`src/hw/rtl/rs_pkg.sv`:
```
// Shared constants and unit handshake types for the three-axis running statistics core.
// No dependencies.
package rs_pkg;
    localparam int SAMPLE_BITS_DEF = 16;
    localparam int COUNT_BITS_DEF  = 24;
    localparam int SPREAD_BITS     = 64;
    localparam int FIELD_BITS      = 16;
    localparam int AXES            = 3;
    localparam int OUT_BITS        = 4 * AXES * FIELD_BITS;

    localparam logic KIND_SAMPLE = 1'b0;
    localparam logic KIND_REPORT = 1'b1;

    typedef struct packed {
        logic start;
    } unit_ctl_t;

    typedef struct packed {
        logic done;
    } unit_sts_t;
endpackage

```
`src/hw/rtl/three_axis_running_stats_core.sv`:
```
// Three-axis running statistics: min, max, truncated mean and Welford spread per axis.
// Depends on rs_pkg, rs_div, rs_sqrt, rs_mul.
//
// Input channel s_axis: tuser is the item kind (sample or report), tdata the x, y, z
// samples. The first sample after reset or a report is taken in the idle state. Every
// later sample runs the axes in turn through a serial divider and a serial multiplier.
// Samples past a saturated count are dropped. A report runs, per axis, a division of
// the spread by the count and a square root; a report with no samples skips both.
// The report result goes to the m_axis output register and all statistics clear.
// s_axis_tready is high only while no item is in progress. A stalled m_axis holds the
// result; the block keeps taking samples meanwhile, and a further report waits for
// the pending result to leave. Reset clears all statistics and drops any pending
// result.
module three_axis_running_stats_core #(
    parameter int SAMPLE_BITS = rs_pkg::SAMPLE_BITS_DEF,
    parameter int COUNT_BITS  = rs_pkg::COUNT_BITS_DEF
) (
    input  logic                        clk,
    input  logic                        rst_n,
    input  logic                        s_axis_tvalid,
    output logic                        s_axis_tready,
    input  logic [47:0]                 s_axis_tdata,  // sample_x, sample_y, sample_z
    input  logic                        s_axis_tuser,  // kind
    output logic                        m_axis_tvalid,
    input  logic                        m_axis_tready,
    output logic [rs_pkg::OUT_BITS-1:0] m_axis_tdata   // lowest_x/y/z, highest_x/y/z,
                                                       // mean_x/y/z, deviation_x/y/z
);
    import rs_pkg::*;

    localparam int SB  = SAMPLE_BITS;
    localparam int CB  = COUNT_BITS;
    localparam int DSW = $clog2(SPREAD_BITS + 1);
    localparam int RW  = SPREAD_BITS / 2;

    typedef enum logic [7:0] {
        ST_IDLE     = 8'b0000_0001,
        ST_S_LAUNCH = 8'b0000_0010,
        ST_S_DIV    = 8'b0000_0100,
        ST_S_MUL    = 8'b0000_1000,
        ST_R_LAUNCH = 8'b0001_0000,
        ST_R_DIV    = 8'b0010_0000,
        ST_R_SQRT   = 8'b0100_0000,
        ST_R_FIN    = 8'b1000_0000
    } state_t;

    state_t state_reg, state_next;

    logic [CB-1:0]          count_reg, count_next;
    logic signed [SB-1:0]   min_reg [AXES], min_next [AXES];
    logic signed [SB-1:0]   max_reg [AXES], max_next [AXES];
    logic signed [SB-1:0]   mean_reg [AXES], mean_next [AXES];
    logic [SPREAD_BITS-1:0] spread_reg [AXES], spread_next [AXES];
    logic signed [SB-1:0]   smp_reg [AXES], smp_next [AXES];
    logic [FIELD_BITS-1:0]  dev_reg [AXES], dev_next [AXES];
    logic [1:0]             axis_reg, axis_next;
    logic [SB:0]            dmag_reg, dmag_next;
    logic                   dneg_reg, dneg_next;
    logic                   pneg_reg, pneg_next;
    logic [OUT_BITS-1:0]    out_reg, out_next;
    logic                   out_valid_reg, out_valid_next;

    unit_ctl_t div_ctl, sqrt_ctl, mul_ctl;
    unit_sts_t div_sts, sqrt_sts, mul_sts;
    logic [SPREAD_BITS-1:0] div_dividend, div_q;
    logic [DSW-1:0]         div_steps;
    logic [RW-1:0]          sqrt_root;
    logic [2*SB+1:0]        mul_p;
    logic [SB:0]            mul_a;

    logic                   s_fire;
    logic [SB-1:0]          in_smp [AXES];
    logic signed [SB:0]     d_cur;
    logic [SB:0]            quot;
    logic [SB:0]            qs;
    logic signed [SB-1:0]   nm;
    logic signed [SB:0]     a_cur;
    logic [SPREAD_BITS-1:0] term;
    logic                   count_full;

    assign s_fire     = s_axis_tvalid && s_axis_tready;
    assign count_full = (count_reg == {CB{1'b1}});
    assign in_smp[0]  = s_axis_tdata[SB-1:0];
    assign in_smp[1]  = s_axis_tdata[16+SB-1:16];
    assign in_smp[2]  = s_axis_tdata[32+SB-1:32];

    assign d_cur = {smp_reg[axis_reg][SB-1], smp_reg[axis_reg]}
                   - {mean_reg[axis_reg][SB-1], mean_reg[axis_reg]};
    assign quot  = div_q[SB:0];
    assign qs    = dneg_reg ? (~quot + 1'b1) : quot;
    assign nm    = mean_reg[axis_reg] + qs[SB-1:0];
    assign a_cur = {smp_reg[axis_reg][SB-1], smp_reg[axis_reg]} - {nm[SB-1], nm};
    assign mul_a = a_cur[SB] ? (~a_cur + 1'b1) : a_cur;
    assign term  = pneg_reg ? (~{{(SPREAD_BITS-2*SB-2){1'b0}}, mul_p} + 1'b1)
                            : {{(SPREAD_BITS-2*SB-2){1'b0}}, mul_p};

    assign div_dividend = (state_reg == ST_S_LAUNCH)
                          ? {dmag_next, {(SPREAD_BITS-SB-1){1'b0}}}
                          : spread_reg[axis_reg];
    assign div_steps    = (state_reg == ST_S_LAUNCH) ? DSW'(SB + 1) : DSW'(SPREAD_BITS);

    rs_div #(.DW(SPREAD_BITS), .VW(CB), .SW(DSW)) u_div (
        .clk      (clk),
        .rst_n    (rst_n),
        .ctl      (div_ctl),
        .sts      (div_sts),
        .dividend (div_dividend),
        .divisor  (count_reg),
        .steps    (div_steps),
        .quotient (div_q)
    );

    rs_sqrt #(.VW(SPREAD_BITS)) u_sqrt (
        .clk   (clk),
        .rst_n (rst_n),
        .ctl   (sqrt_ctl),
        .sts   (sqrt_sts),
        .value (div_q),
        .root  (sqrt_root)
    );

    rs_mul #(.W(SB + 1)) u_mul (
        .clk     (clk),
        .rst_n   (rst_n),
        .ctl     (mul_ctl),
        .sts     (mul_sts),
        .a       (mul_a),
        .b       (dmag_reg),
        .product (mul_p)
    );

    always_comb
    begin
        state_next     = state_reg;
        count_next     = count_reg;
        min_next       = min_reg;
        max_next       = max_reg;
        mean_next      = mean_reg;
        spread_next    = spread_reg;
        smp_next       = smp_reg;
        dev_next       = dev_reg;
        axis_next      = axis_reg;
        dmag_next      = dmag_reg;
        dneg_next      = dneg_reg;
        pneg_next      = pneg_reg;
        out_next       = out_reg;
        out_valid_next = out_valid_reg;
        div_ctl.start  = 1'b0;
        sqrt_ctl.start = 1'b0;
        mul_ctl.start  = 1'b0;
        s_axis_tready  = (state_reg == ST_IDLE);

        if (m_axis_tready)
        begin
            out_valid_next = 1'b0;
        end

        case (state_reg)
            ST_IDLE:
            begin
                if (s_fire)
                begin
                    if (s_axis_tuser == KIND_REPORT)
                    begin
                        axis_next  = '0;
                        state_next = (count_reg == '0) ? ST_R_FIN : ST_R_LAUNCH;
                    end
                    else if (!count_full)
                    begin
                        count_next = count_reg + 1'b1;
                        for (int i = 0; i < AXES; i++)
                        begin
                            smp_next[i] = in_smp[i];
                            if (count_reg == '0)
                            begin
                                min_next[i]  = in_smp[i];
                                max_next[i]  = in_smp[i];
                                mean_next[i] = in_smp[i];
                            end
                            else
                            begin
                                if ($signed(in_smp[i]) < min_reg[i])
                                begin
                                    min_next[i] = in_smp[i];
                                end
                                if ($signed(in_smp[i]) > max_reg[i])
                                begin
                                    max_next[i] = in_smp[i];
                                end
                            end
                        end
                        if (count_reg != '0)
                        begin
                            axis_next  = '0;
                            state_next = ST_S_LAUNCH;
                        end
                    end
                end
            end
            ST_S_LAUNCH:
            begin
                dneg_next     = d_cur[SB];
                dmag_next     = d_cur[SB] ? (~d_cur + 1'b1) : d_cur;
                div_ctl.start = 1'b1;
                state_next    = ST_S_DIV;
            end
            ST_S_DIV:
            begin
                if (div_sts.done)
                begin
                    mean_next[axis_reg] = nm;
                    pneg_next           = a_cur[SB] ^ dneg_reg;
                    mul_ctl.start       = 1'b1;
                    state_next          = ST_S_MUL;
                end
            end
            ST_S_MUL:
            begin
                if (mul_sts.done)
                begin
                    spread_next[axis_reg] = spread_reg[axis_reg] + term;
                    if (axis_reg == 2'(AXES - 1))
                    begin
                        state_next = ST_IDLE;
                    end
                    else
                    begin
                        axis_next  = axis_reg + 1'b1;
                        state_next = ST_S_LAUNCH;
                    end
                end
            end
            ST_R_LAUNCH:
            begin
                div_ctl.start = 1'b1;
                state_next    = ST_R_DIV;
            end
            ST_R_DIV:
            begin
                if (div_sts.done)
                begin
                    sqrt_ctl.start = 1'b1;
                    state_next     = ST_R_SQRT;
                end
            end
            ST_R_SQRT:
            begin
                if (sqrt_sts.done)
                begin
                    dev_next[axis_reg] = (sqrt_root[RW-1:FIELD_BITS] != '0)
                                         ? {FIELD_BITS{1'b1}} : sqrt_root[FIELD_BITS-1:0];
                    if (axis_reg == 2'(AXES - 1))
                    begin
                        state_next = ST_R_FIN;
                    end
                    else
                    begin
                        axis_next  = axis_reg + 1'b1;
                        state_next = ST_R_LAUNCH;
                    end
                end
            end
            ST_R_FIN:
            begin
                if (!out_valid_reg || m_axis_tready)
                begin
                    for (int i = 0; i < AXES; i++)
                    begin
                        out_next[i*FIELD_BITS +: FIELD_BITS] =
                            FIELD_BITS'(signed'(min_reg[i]));
                        out_next[(AXES+i)*FIELD_BITS +: FIELD_BITS] =
                            FIELD_BITS'(signed'(max_reg[i]));
                        out_next[(2*AXES+i)*FIELD_BITS +: FIELD_BITS] =
                            FIELD_BITS'(signed'(mean_reg[i]));
                        out_next[(3*AXES+i)*FIELD_BITS +: FIELD_BITS] =
                            (count_reg == '0) ? '0 : dev_reg[i];
                        min_next[i]    = '0;
                        max_next[i]    = '0;
                        mean_next[i]   = '0;
                        spread_next[i] = '0;
                    end
                    count_next     = '0;
                    out_valid_next = 1'b1;
                    state_next     = ST_IDLE;
                end
            end
            default:
            begin
                state_next = ST_IDLE;
            end
        endcase
    end

    always_ff @(posedge clk or negedge rst_n)
    begin
        if (!rst_n)
        begin
            state_reg     <= ST_IDLE;
            count_reg     <= '0;
            axis_reg      <= '0;
            out_valid_reg <= 1'b0;
            for (int i = 0; i < AXES; i++)
            begin
                min_reg[i]    <= '0;
                max_reg[i]    <= '0;
                mean_reg[i]   <= '0;
                spread_reg[i] <= '0;
            end
        end
        else
        begin
            state_reg     <= state_next;
            count_reg     <= count_next;
            axis_reg      <= axis_next;
            out_valid_reg <= out_valid_next;
            min_reg       <= min_next;
            max_reg       <= max_next;
            mean_reg      <= mean_next;
            spread_reg    <= spread_next;
        end
    end

    always_ff @(posedge clk)
    begin
        smp_reg  <= smp_next;
        dev_reg  <= dev_next;
        dmag_reg <= dmag_next;
        dneg_reg <= dneg_next;
        pneg_reg <= pneg_next;
        out_reg  <= out_next;
    end

    assign m_axis_tvalid = out_valid_reg;
    assign m_axis_tdata  = out_reg;

`ifndef SYNTHESIS
    a_sat_hold: assert property (@(posedge clk) disable iff (!rst_n)
        (s_fire && s_axis_tuser == KIND_SAMPLE && count_full) |=> $stable(count_reg))
        else $error("saturated count changed on a sample");

    a_report_clears: assert property (@(posedge clk) disable iff (!rst_n)
        (state_reg == ST_R_FIN && (!out_valid_reg || m_axis_tready))
        |=> (count_reg == '0 && m_axis_tvalid))
        else $error("report did not clear statistics or present result");

    a_units_exclusive: assert property (@(posedge clk) disable iff (!rst_n)
        $onehot0({div_sts.done, sqrt_sts.done, mul_sts.done}))
        else $error("two serial units finished together");
`endif
endmodule

```
`src/hw/rtl/rs_div.sv`:
```
// Bit-serial unsigned restoring divider, one quotient bit per cycle.
// Depends on rs_pkg.
module rs_div #(
    parameter int DW = 64,
    parameter int VW = 24,
    parameter int SW = $clog2(DW + 1)
) (
    input  logic               clk,
    input  logic               rst_n,
    input  rs_pkg::unit_ctl_t  ctl,
    output rs_pkg::unit_sts_t  sts,
    input  logic [DW-1:0]      dividend,
    input  logic [VW-1:0]      divisor,
    input  logic [SW-1:0]      steps,
    output logic [DW-1:0]      quotient
);
    import rs_pkg::*;

    logic [DW-1:0] q_reg, q_next;
    logic [VW-1:0] r_reg, r_next;
    logic [VW-1:0] d_reg, d_next;
    logic [SW-1:0] cnt_reg, cnt_next;
    logic          run_reg, run_next;
    logic          done_reg, done_next;
    logic [VW:0]   shifted;
    logic [VW:0]   diff;

    assign shifted = {r_reg, q_reg[DW-1]};
    assign diff    = shifted - {1'b0, d_reg};

    always_comb
    begin
        q_next    = q_reg;
        r_next    = r_reg;
        d_next    = d_reg;
        cnt_next  = cnt_reg;
        run_next  = run_reg;
        done_next = 1'b0;
        if (ctl.start)
        begin
            q_next   = dividend;
            r_next   = '0;
            d_next   = divisor;
            cnt_next = steps;
            run_next = 1'b1;
        end
        else if (run_reg)
        begin
            if (shifted >= {1'b0, d_reg})
            begin
                r_next = diff[VW-1:0];
                q_next = {q_reg[DW-2:0], 1'b1};
            end
            else
            begin
                r_next = shifted[VW-1:0];
                q_next = {q_reg[DW-2:0], 1'b0};
            end
            cnt_next = cnt_reg - 1'b1;
            if (cnt_reg == SW'(1))
            begin
                run_next  = 1'b0;
                done_next = 1'b1;
            end
        end
    end

    always_ff @(posedge clk or negedge rst_n)
    begin
        if (!rst_n)
        begin
            cnt_reg  <= '0;
            run_reg  <= 1'b0;
            done_reg <= 1'b0;
        end
        else
        begin
            cnt_reg  <= cnt_next;
            run_reg  <= run_next;
            done_reg <= done_next;
        end
    end

    always_ff @(posedge clk)
    begin
        q_reg <= q_next;
        r_reg <= r_next;
        d_reg <= d_next;
    end

    assign sts.done = done_reg;
    assign quotient = q_reg;
endmodule

```
`src/hw/rtl/rs_sqrt.sv`:
```
// Bit-pair serial floor square root, one root bit per cycle.
// Depends on rs_pkg.
module rs_sqrt #(
    parameter int VW = 64
) (
    input  logic               clk,
    input  logic               rst_n,
    input  rs_pkg::unit_ctl_t  ctl,
    output rs_pkg::unit_sts_t  sts,
    input  logic [VW-1:0]      value,
    output logic [VW/2-1:0]    root
);
    import rs_pkg::*;

    localparam int RW = VW / 2;
    localparam int CW = $clog2(RW + 1);

    logic [VW-1:0] v_reg, v_next;
    logic [RW:0]   rem_reg, rem_next;
    logic [RW-1:0] root_reg, root_next;
    logic [CW-1:0] cnt_reg, cnt_next;
    logic          run_reg, run_next;
    logic          done_reg, done_next;
    logic [RW+2:0] rem_sh;
    logic [RW+2:0] trial;
    logic [RW+2:0] diff;

    assign rem_sh = {rem_reg, v_reg[VW-1:VW-2]};
    assign trial  = {1'b0, root_reg, 2'b01};
    assign diff   = rem_sh - trial;

    always_comb
    begin
        v_next    = v_reg;
        rem_next  = rem_reg;
        root_next = root_reg;
        cnt_next  = cnt_reg;
        run_next  = run_reg;
        done_next = 1'b0;
        if (ctl.start)
        begin
            v_next    = value;
            rem_next  = '0;
            root_next = '0;
            cnt_next  = CW'(RW);
            run_next  = 1'b1;
        end
        else if (run_reg)
        begin
            v_next = {v_reg[VW-3:0], 2'b00};
            if (rem_sh >= trial)
            begin
                rem_next  = diff[RW:0];
                root_next = {root_reg[RW-2:0], 1'b1};
            end
            else
            begin
                rem_next  = rem_sh[RW:0];
                root_next = {root_reg[RW-2:0], 1'b0};
            end
            cnt_next = cnt_reg - 1'b1;
            if (cnt_reg == CW'(1))
            begin
                run_next  = 1'b0;
                done_next = 1'b1;
            end
        end
    end

    always_ff @(posedge clk or negedge rst_n)
    begin
        if (!rst_n)
        begin
            cnt_reg  <= '0;
            run_reg  <= 1'b0;
            done_reg <= 1'b0;
        end
        else
        begin
            cnt_reg  <= cnt_next;
            run_reg  <= run_next;
            done_reg <= done_next;
        end
    end

    always_ff @(posedge clk)
    begin
        v_reg    <= v_next;
        rem_reg  <= rem_next;
        root_reg <= root_next;
    end

    assign sts.done = done_reg;
    assign root     = root_reg;
endmodule

```
`src/hw/rtl/rs_mul.sv`:
```
// Bit-serial unsigned shift-add multiplier, one multiplier bit per cycle, MSB first.
// Depends on rs_pkg.
module rs_mul #(
    parameter int W = 17
) (
    input  logic               clk,
    input  logic               rst_n,
    input  rs_pkg::unit_ctl_t  ctl,
    output rs_pkg::unit_sts_t  sts,
    input  logic [W-1:0]       a,
    input  logic [W-1:0]       b,
    output logic [2*W-1:0]     product
);
    import rs_pkg::*;

    localparam int CW = $clog2(W + 1);

    logic [W-1:0]   a_reg, a_next;
    logic [W-1:0]   b_reg, b_next;
    logic [2*W-1:0] acc_reg, acc_next;
    logic [CW-1:0]  cnt_reg, cnt_next;
    logic           run_reg, run_next;
    logic           done_reg, done_next;

    always_comb
    begin
        a_next    = a_reg;
        b_next    = b_reg;
        acc_next  = acc_reg;
        cnt_next  = cnt_reg;
        run_next  = run_reg;
        done_next = 1'b0;
        if (ctl.start)
        begin
            a_next   = a;
            b_next   = b;
            acc_next = '0;
            cnt_next = CW'(W);
            run_next = 1'b1;
        end
        else if (run_reg)
        begin
            acc_next = {acc_reg[2*W-2:0], 1'b0}
                       + (b_reg[W-1] ? {{W{1'b0}}, a_reg} : '0);
            b_next   = {b_reg[W-2:0], 1'b0};
            cnt_next = cnt_reg - 1'b1;
            if (cnt_reg == CW'(1))
            begin
                run_next  = 1'b0;
                done_next = 1'b1;
            end
        end
    end

    always_ff @(posedge clk or negedge rst_n)
    begin
        if (!rst_n)
        begin
            cnt_reg  <= '0;
            run_reg  <= 1'b0;
            done_reg <= 1'b0;
        end
        else
        begin
            cnt_reg  <= cnt_next;
            run_reg  <= run_next;
            done_reg <= done_next;
        end
    end

    always_ff @(posedge clk)
    begin
        a_reg   <= a_next;
        b_reg   <= b_next;
        acc_reg <= acc_next;
    end

    assign sts.done = done_reg;
    assign product  = acc_reg;
endmodule
```
`config.mk`:
```
export PLATFORM = sky130hd
export DESIGN_NAME = three_axis_running_stats_core
export DESIGN_NICKNAME = d
export VERILOG_FILES = /design/src/hw/rtl/rs_pkg.sv /design/src/hw/rtl/three_axis_running_stats_core.sv /design/src/hw/rtl/rs_div.sv /design/src/hw/rtl/rs_sqrt.sv /design/src/hw/rtl/rs_mul.sv
export SDC_FILE = /design/constraint.sdc
export NUM_CORES = 2
export LEC_CHECK = 0
export BUFFER_PORTS_ARGS = -buffer_cell sky130_fd_sc_hd__buf_2
export CORE_MARGIN = 2
export CORE_UTILIZATION = 40
export DETAILED_ROUTE_END_ITERATION = 7
export HOLD_SLACK_MARGIN = 0.02
export PLACE_DENSITY_LB_ADDON = 0.2
export SETUP_SLACK_MARGIN = 0.15
export SYNTH_ARGS = -nofsm -noshare
export SYNTH_HDL_FRONTEND = slang
export SYNTH_HIERARCHICAL = 1
export SYNTH_SLANG_ARGS = --single-unit
```
`constraint.sdc`:
```
create_clock -name clk -period 8.5 [get_ports clk]
set_input_delay 0.85 -clock clk [delete_from_list [all_inputs] [get_ports clk]]
set_output_delay 0.85 -clock clk [all_outputs]
set_load 0.005 [all_outputs]
```
==> metrics.md <==
| Metric | Value |
|---|---|
| Syn Area/Cell | `10.42 um2` |
| Area of the multi-input gates | `26130 um2` |
| Crit start category | `flip-flop` |
| Critical Path End Type | `flip-flop` |
| Synth Register Bits | `1011` |
| 1st-iter DRT viols | `2872` |
| Area growth from synthesis to layout | `11.95%` |
| Synth area leaders | `edfxtp_1 (26%), dfrtp_1 (18%), ha_1 (6.5%)` |
| Cell accounting for the most synthesized area | `edfxtp_1` |
| H-Tree Depth | `3` |
| Non-Filler Instances | `7309` |
| Post-Syn Instances | `5286` |
| Share of cells above drive strength 1 | `14.94%` |
| Total gr overflow | `0` |
| GRT Overall Usage | `21.28%` |
| FF/Latch Area | `26990 um2` |
| Hold slack final | `92.93 ps` |
| R2r worst-path depth | `16` |
| Slew @ Worst Pin | `1119 ps` |
| CTS max path bufs | `3` |
| Cell Area, Synth | `55070 um2` |
| WS Path Type | `flip-flop to flip-flop` |
| Worst setup margin | `1821 ps` |
| Relative slew margins | `25.38%` |
| Fin nets | `5766` |
| Tmin final | `6679 ps` |
| Cells after DPL | `7103` |
| Post-route ant nets | `0` |
| Max rail drop VDD | `407.8 uV` |
| DR WL/cell | `20.79 um` |
| Core area | `137200 um2` |
| HPWL after detailed placement | `107.2 mm` |
| Initial Util | `40.16%` |
| Vias in the first global route | `39489` |
| # Max-Cap Violations | `0` |
| Synth unique cells | `111` |
| Clk sink count | `1011` |
| # hold bufs at CTS | `0` |
| Post-DP Area | `58040 um2` |
| Post-cts repair resize count | `0` |
| First-pass GRT wire length | `235.6 mm` |
| Worst skew pair latency | `740 ps` |
| Placer congestion estimate | `0.9185` |
| R2R Path Start | `u_mul/product[10]$_SDFFE_PP0P_` |
| Drt drc | `0` |
| Status | `complete, no violations` |
| Pre-CTS setup slack | `1862 ps` |
| Routed WL | `151.9 mm` |
| I/O Buffers | `246` |
| Via count | `40253` |
| Fmax achieved | `149.7 MHz` |
| Root Buffer | `clkbuf_16` |
| Die H | `375.1 um` |
| Die width | `375.1 um` |
| Final Total Pwr | `26.02 mW` |
| Yosys top cell area share | `25.95%` |
| Ys async rst share | `39.07%` |
| Initial antenna violation count | `10` |
| Filler Cell Count | `13011` |
| Post-CTS Setup Inserts | `0` |
| CP Max Fanout | `17` |
| Hold WC Path Type | `input pin to asynchronous set/reset pin` |
| Yosys warning count | `6` |
| Inserted Diodes | `0` |
| Post-layout util | `44.96%` |
| Ports | `247` |
| Top_reg_cell synth | `edfxtp_1` |
| RSZ-0062 raised after global routing | `no` |
| Clock-pin slew on the worst setup and hold paths | `60 ps` |
| DIE AREA | `140700 um2` |
| Fin area | `61660 um2` |
| Final Hold Viols | `0` |
| Arrival @ worst endpoint | `7250 ps` |
| Flop2flop setup slack | `1820 ps` |
| Most common library cells after synthesis | `edfxtp_1 (476), o21ai_0 (419), nand2_1 (409)` |
| FF-to-FF End | `spread_reg[62]$_DFFE_PN0P_` |
| TritonCTS clock tree | `yes` |
| CTS Buf Count | `109` |
| Final Skew | `66.53 ps` |
| Sequential cell area fraction in the yosys report | `48.99%` |
| EDFF count, synth | `476` |
| Std-Cell Rows | `136` |
| Pwr dens | `422.0 nW/um2` |
| Largest net degree at the start of global routing | `118` |
| Final setup fails | `0` |
| Vias/cell | `5.507` |
| Post-Route Setup TNS | `0 ps` |
| Crit share post-route | `78.58%` |
| Slew Viols, Final | `0` |
| CP Data Required Time | `9070 ps` |
| Drt first pass iters | `6` |
| Most numerous cell in the Yosys netlist | `edfxtp_1` |
| Lkg Pwr | `24.86 nW` |
## routing by layer
| layer | routed length [um] | track usage (%) |
|---|---|---|
| met5 | 98 | 0 |
| met4 | 4630 | 7.146 |
| met3 | 8065 | 3.664 |
| met2 | 67770 | 33.23 |
| met1 | 71360 | 29.89 |
## cell type report
class,instances,area share [%]
multi-input combinational,3737,42.38
clock buffer,132,4.710
tap,1794,3.640
sequential,1011,43.78
clock inverter,74,1.165
timing repair buffer,298,2.707
inverter,263,1.617
## cell families (layout without fill, tap and decap cells)
group / Yosys count / in the layout / synth area share (%)
XOR/XNOR: 266 / 266 / 4.244
multiplexers: 393 / 393 / 7.688
AND/OR/NAND/NOR: 1514 / 1514 / 13.51
adder cells (fa/ha/maj): 296 / 296 / 6.793
flip-flops: 1011 / 1011 / 48.99
other: 1 / 4 / 0.006809
buffers and inverters: 541 / 767 / 3.799
AO/OA/AOI/OAI: 1264 / 1264 / 14.97
## report_power, final
part / internal, mW / switching, mW
logic: 5.53 / 7.68
registers: 6.97 / 1.03
clock network: 2.75 / 2.07
total: 15.2 / 10.8
## worst max path at each step
stage / start / to / slack (ps) / cells past startpoint
4_1_cts: u_mul/product[10]$_SDFFE_PP0P_ / spread_reg[62]$_DFFE_PN0P_ / 1840 / 16
3_3_place_gp: u_mul/product[10]$_SDFFE_PP0P_ / spread_reg[62]$_DFFE_PN0P_ / 1940 / 16
6_report: u_mul/product[10]$_SDFFE_PP0P_ / spread_reg[62]$_DFFE_PN0P_ / 1820 / 16
5_1_grt: u_mul/product[1]$_SDFFE_PP0P_ / spread_reg[58]$_DFFE_PN0P_ / 1400 / 23
2_1_floorplan: state_reg[4]$_DFFE_PN0P_ / m_axis_tdata[0]$_DFFE_PP_ / 1000 / 6
3_5_place_dp: u_mul/product[10]$_SDFFE_PP0P_ / spread_reg[62]$_DFFE_PN0P_ / 1860 / 16
## layout by cell type, fill, tap and decap left out, types with 42 or more instances in the layout
master       n
edfxtp_1   476
o21ai_0    418
nand2_1    408
dfrtp_1    391
nor2_1     341
ha_1       287
inv_1      257
buf_2      245
mux2_2     240
a21oi_1    213
nand3_1    203
xnor2_1    178
mux2i_1    153
dfxtp_1    140
and2_1     128
a21o_1     122
clkbuf_16  109
xor2_1      87
nor2b_1     84
o21a_1      69
nand4_1     60
nor3_1      51
buf_4       49
nand2b_1    42
a211oi_1    42
## worst max-delay path: stages (launching register included)
cell and delay [ps]:
dfxtp_1 350, or4_1 590, or4_1 570, or4_1 480
or3_1 410, or4_1 830, o31ai_1 400, xnor2_1 110
ha_1 420, nand2_1 110, nor2_1 180, nand3_1 140
o41ai_1 880, a31oi_1 350, o41ai_1 380, xnor2_1 200
o21ai_0 100
No activity file was read; power rests on OpenSTA's default activity.
